===== src/rtl/core/rsbn_pkg.sv =====
// rsbn_pkg: shared constants and types for the record sort block
// no dependencies
package rsbn_pkg;

  localparam int NAME_W = 160;
  localparam int MOBILE_W = 34;
  localparam int BILL_W = 32;

  // name compare request and answer between sequencer and compare unit
  typedef struct packed {
    logic start;
  } cmp_req_t;

  typedef struct packed {
    logic done;
    logic greater;
  } cmp_rsp_t;

endpackage


===== src/rtl/core/rsbn_cmp.sv =====
// rsbn_cmp: iterative strcmp-style name compare, one byte per cycle
// depends on rsbn_pkg
module rsbn_cmp #(
  parameter int NAME_BYTES = 20
) (
  input  logic                      clk_i,
  input  logic                      rst_ni,
  input  rsbn_pkg::cmp_req_t        req_i,
  input  logic [rsbn_pkg::NAME_W-1:0] a_i,
  input  logic [rsbn_pkg::NAME_W-1:0] b_i,
  output rsbn_pkg::cmp_rsp_t        rsp_o
);

  localparam int KW = $clog2(NAME_BYTES + 1);

  logic          busy_q, busy_d;
  logic [KW-1:0] k_q, k_d;
  logic          done_q, done_d, gt_q, gt_d;
  logic [7:0]    x, y;

  // byte k of each name, byte 0 at the top
  assign x = a_i[rsbn_pkg::NAME_W-1 - 8*k_q -: 8];
  assign y = b_i[rsbn_pkg::NAME_W-1 - 8*k_q -: 8];

  // compare step
  always_comb begin
    busy_d = busy_q;
    k_d = k_q;
    done_d = 1'b0;
    gt_d = gt_q;
    if (req_i.start) begin
      busy_d = 1'b1;
      k_d = '0;
    end else if (busy_q) begin
      if (k_q == KW'(NAME_BYTES)) begin
        busy_d = 1'b0; done_d = 1'b1; gt_d = 1'b0;
      end else if (x != y) begin
        busy_d = 1'b0; done_d = 1'b1; gt_d = (x > y);
      end else if (x == 8'd0) begin
        busy_d = 1'b0; done_d = 1'b1; gt_d = 1'b0;
      end else begin
        k_d = k_q + 1'b1;
      end
    end
  end

  always_ff @(posedge clk_i or negedge rst_ni) begin
    if (!rst_ni) begin
      busy_q <= 1'b0;
      k_q <= '0;
      done_q <= 1'b0;
      gt_q <= 1'b0;
    end else begin
      busy_q <= busy_d;
      k_q <= k_d;
      done_q <= done_d;
      gt_q <= gt_d;
    end
  end

  assign rsp_o.done = done_q;
  assign rsp_o.greater = gt_q;

  // a compare ends no more than one step past the last byte
  a_k_range: assert property (@(posedge clk_i) disable iff (!rst_ni)
    busy_q |-> k_q <= KW'(NAME_BYTES)) else $error("compare index past name");
  a_done_pulse: assert property (@(posedge clk_i) disable iff (!rst_ni)
    done_q |-> !busy_q) else $error("done while busy");
  a_start_busy: assert property (@(posedge clk_i) disable iff (!rst_ni)
    req_i.start |=> busy_q) else $error("start did not arm compare");

endmodule


===== config.mk =====
export PLATFORM = sky130hd
export DESIGN_NAME = rsbn_cmp
export DESIGN_NICKNAME = d
export VERILOG_FILES = /design/src/rtl/core/rsbn_pkg.sv /design/src/rtl/core/rsbn_cmp.sv
export SDC_FILE = /design/constraint.sdc
export NUM_CORES = 1
export LEC_CHECK = 0
export BUFFER_PORTS_ARGS = -buffer_cell sky130_fd_sc_hd__buf_2
export CAP_MARGIN = 10
export CELL_PAD_IN_SITES_DETAIL_PLACEMENT = 0
export CELL_PAD_IN_SITES_GLOBAL_PLACEMENT = 1
export CORE_AREA = 2 2 128 130
export DETAILED_ROUTE_END_ITERATION = 6
export DIE_AREA = 0 0 130 132
export GPL_ROUTABILITY_DRIVEN = 0
export PLACE_DENSITY_LB_ADDON = 0.2
export SKIP_CTS_REPAIR_TIMING = 1
export SYNTH_ARGS = -nofsm -noshare
export SYNTH_HDL_FRONTEND = slang
export SYNTH_SLANG_ARGS = --single-unit

===== constraint.sdc =====
create_clock -name clk_i -period 8 [get_ports clk_i]
set_clock_uncertainty 0.1 [all_clocks]
set_input_delay 1.6 -clock clk_i [delete_from_list [all_inputs] [get_ports clk_i]]
set_output_delay 1.6 -clock clk_i [all_outputs]
set_load 0.02 [all_outputs]

==> impl_metrics.csv <==
group,metric,value,unit
floorplanning,die_area,0.0172,mm^2
timing,slew_headroom,0.314,
pwr,p_leak,2.24,nW
yosys,syn_area_per_cell,12.6,um^2
timing,final_min_period_over_clock_period,0.648,
floorplanning,pin_count,325,
yosys,synth-seq-area-share,0.0589,
setup_path,arrival,5.20,ns
timing,rsz0062_at_grt,"false",
clock_tree,cts_max_level,1,
clock_tree,cts_buffers,3,
timing,holdWs,0.502,ns
yosys,synth_edf_count,0,
clock_tree,cts_buffer_depth,2,
layout,n_antenna_cell,0,
yosys,synth_fa_ha_area_frac,0.0478,
global_route,track_usage,0.179,
clock_tree,cts_tree,"built",
detailed_routing,drt_pass1_iterations,4,
detailed_routing,drtIter0Drc,120,
pwr,vdd_drop_max,0.0000434,V
setup_path,endpoint_kind,"register",
yosys,yosys.area_share.xor_xnor,0.00515,
clock_tree,cts-root-buf,"clkbuf_16",
setup_path,cp.required,8.01,ns
run,cap_viol_max_count,0,
yosys,synth_top_family_by_area,"multiplexers",
layout,fin_nets,904,
yosys,synth_seq_cells,8,
detailed_routing,vias,3859,
floorplanning,die_x,130,um
layout,drive_above_1_share,0.739,
setup_path,crit_type,"register to register",
detailed_routing,route.detailed.drc,0,
floorplanning,fp.coreArea,0.0157,mm^2
timing,max_freq,0.193,GHz
yosys,synth_ff_type,"dfrtp_1",
layout,syn_to_final_growth,51.7,%
setup_path,startpoint_type,"register",
floorplanning,row_count,46,
floorplanning,initial_utilization,0.216,
yosys,yosysTopAreaCell,"mux4_2",
layout,stdcell_count,783,
timing,finalHoldViolations,0,
clock_tree,clkLatencyLatePin,0.24,ns
floorplanning,fp.dieH,132,um
yosys,synth-simple-area-share,0.0773,
yosys,synth.distinct_cells,50,
global_route,overflow,0,
global_route,grt_pass1_wl,23.6,mm
timing,period_minus_slack,5.19,ns
timing,fin_tns_setup,0,ns
status,run_status,"completed",
placed_design,dpl.cell_count,779,
timing,finalSetupViolCount,0,
detailed_routing,drtAntennaViolNets,0,
timing,tightest_slew,1.03,ns
yosys,synth_area_leaders,"mux4_2 (51%), dfrtp_1 (5.9%), mux2i_1 (5.0%)",
detailed_routing,wl_per_cell,20.4,um
global_route,antenna_found_initial,0,
yosys,synth_compound_area_frac,0.138,
placed_design,place_hpwl,13.9,mm
yosys,yosysWarnings,0,
clock_tree,clk_pin_slew_worst_paths,0.04,ns
yosys,async_reset_ff_frac,1.00,
timing,slew_viol_final,0,
yosys,netlist_area,0.00340,mm^2
yosys,syn_nets,605,
placed_design,port_buffers,324,
yosys,synth.top_cell.area_share,0.510,
placed_design,dp_slack,2.83,ns
global_route,grt_pass1_vias,4340,
yosys,syn_inst,269,
setup_path,critPathMaxFanout,22,
clock_tree,clock_sinks,8,
global_route,grt_max_degree,80,
timing,timing.final.ws_setup,2.81,ns
min_path,min_path_type,"register to register",
detailed_routing,viasPerCell,4.93,
pwr,power_density,54.5,mW/mm^2
detailed_routing,drt-total-wl,16.0,mm
yosys,synth.mux.area_fraction,0.598,
worst paths after layout:
path	start	endpoint	slack, ns	cells past startpoint
worst min-delay path	gt_q$_DFFE_PN0P_	gt_q$_DFFE_PN0P_	0.50	1
min in group asynchronous	rst_ni	busy_q$_DFF_PN0_	1.12	1
worst min register to register	gt_q$_DFFE_PN0P_	gt_q$_DFFE_PN0P_	0.50	1
max in group asynchronous	rst_ni	k_q[0]$_DFFE_PN0P_	6.46	1
worst max register to register	k_q[2]$_DFFE_PN0P_	k_q[4]$_DFFE_PN0P_	2.81	11
worst max-delay path	k_q[2]$_DFFE_PN0P_	k_q[4]$_DFFE_PN0P_	2.81	11
layer usage:
metal	vias to the layer above	routed length, um	global-route usage
met5	-	0	0
met4	0	154	0.0281
met3	11	1370	0.0296
met2	233	8860	0.368
met1	1837	5570	0.188
li1	1778	-	-
logic make-up after synthesis:
family / after synthesis
AOI/OAI and AO/OA: 63
xor gates and xnor gates: 2
adders and majority gates: 13
buffers and inverters: 36
DFF: 8
muxes: 101
and+or+nand+nor: 46
state kept, by name, summed over array words and instances (netlist names):
register and cells:
busy_q 1, done_q 1, gt_q 1, k_q 5
Yosys cell counts, drive strengths merged (2+ instances only):
master and count:
a211oi 13, a21oi 18, a22o 7, a22oi 9, and2 2, buf 26
clkbuf 3, dfrtp 8, ha 13, inv 5, mux2 4, mux2i 17
mux4 80, nand2 12, nand2b 3, nand4 3, nor2 11, nor2b 2
nor3 3, nor4 2, o21a 3, o221ai 3, o22ai 5, or3b 2
worst max-delay path, stage by stage (launching register included):
cell and delay [ns]:
dfrtp_1 0.98, inv_4 0.07, ha_1 0.72, nor2b_1 0.65, a22oi_1 0.29, a211oi_1 0.64, ha_1 0.24, nand4_1 0.10
nor3_1 0.58, nand4_1 0.17, a21oi_1 0.16, mux2_1 0.34
placed cells by master, fill, tap and decap left out, drive strengths merged, types with 2 or more instances in the layout:
master  netlist  layout
nor2         11      11
nor2b         2       2
a211oi       13      13
nor4          2       2
and2          2       2
dfrtp         8       8
inv           5       5
mux4         80      80
or3b          2       2
nor3          3       3
nand2        12      12
nand2b        3       3
o22ai         5       5
a22o          7       7
a21oi        18      18
nand4         3       3
mux2          4       4
ha           13      13
clkbuf        3       4
mux2i        17      17
buf          26     325
o21a          3       3
a22oi         9       9
o221ai        3       3
final cells by class:
cell class	instances	area (um^2)
clock buffer	4	78.8
multi-input combinational	225	2950
timing repair buffer	325	1630
fill	1674	10600
tap	216	270
inverter	5	21.3
sequential	8	208
power by group:
part / internal, mW / switching, mW
Sequential: 0.0422 / 0.00191
Clock: 0.0667 / 0.0228
Combinational: 0.0958 / 0.0517
Total: 0.205 / 0.0764
stage by stage:
step	area [um^2]	power (mW)	utilization
detailed placement	5080	0.194	0.323
floorplan	3400	0.102	-
global route	5160	0.298	0.328
finish	5160	0.281	0.328
global placement	5080	0.191	0.323
CTS	5160	0.284	0.328
Power figures use the tool's default switching activity.
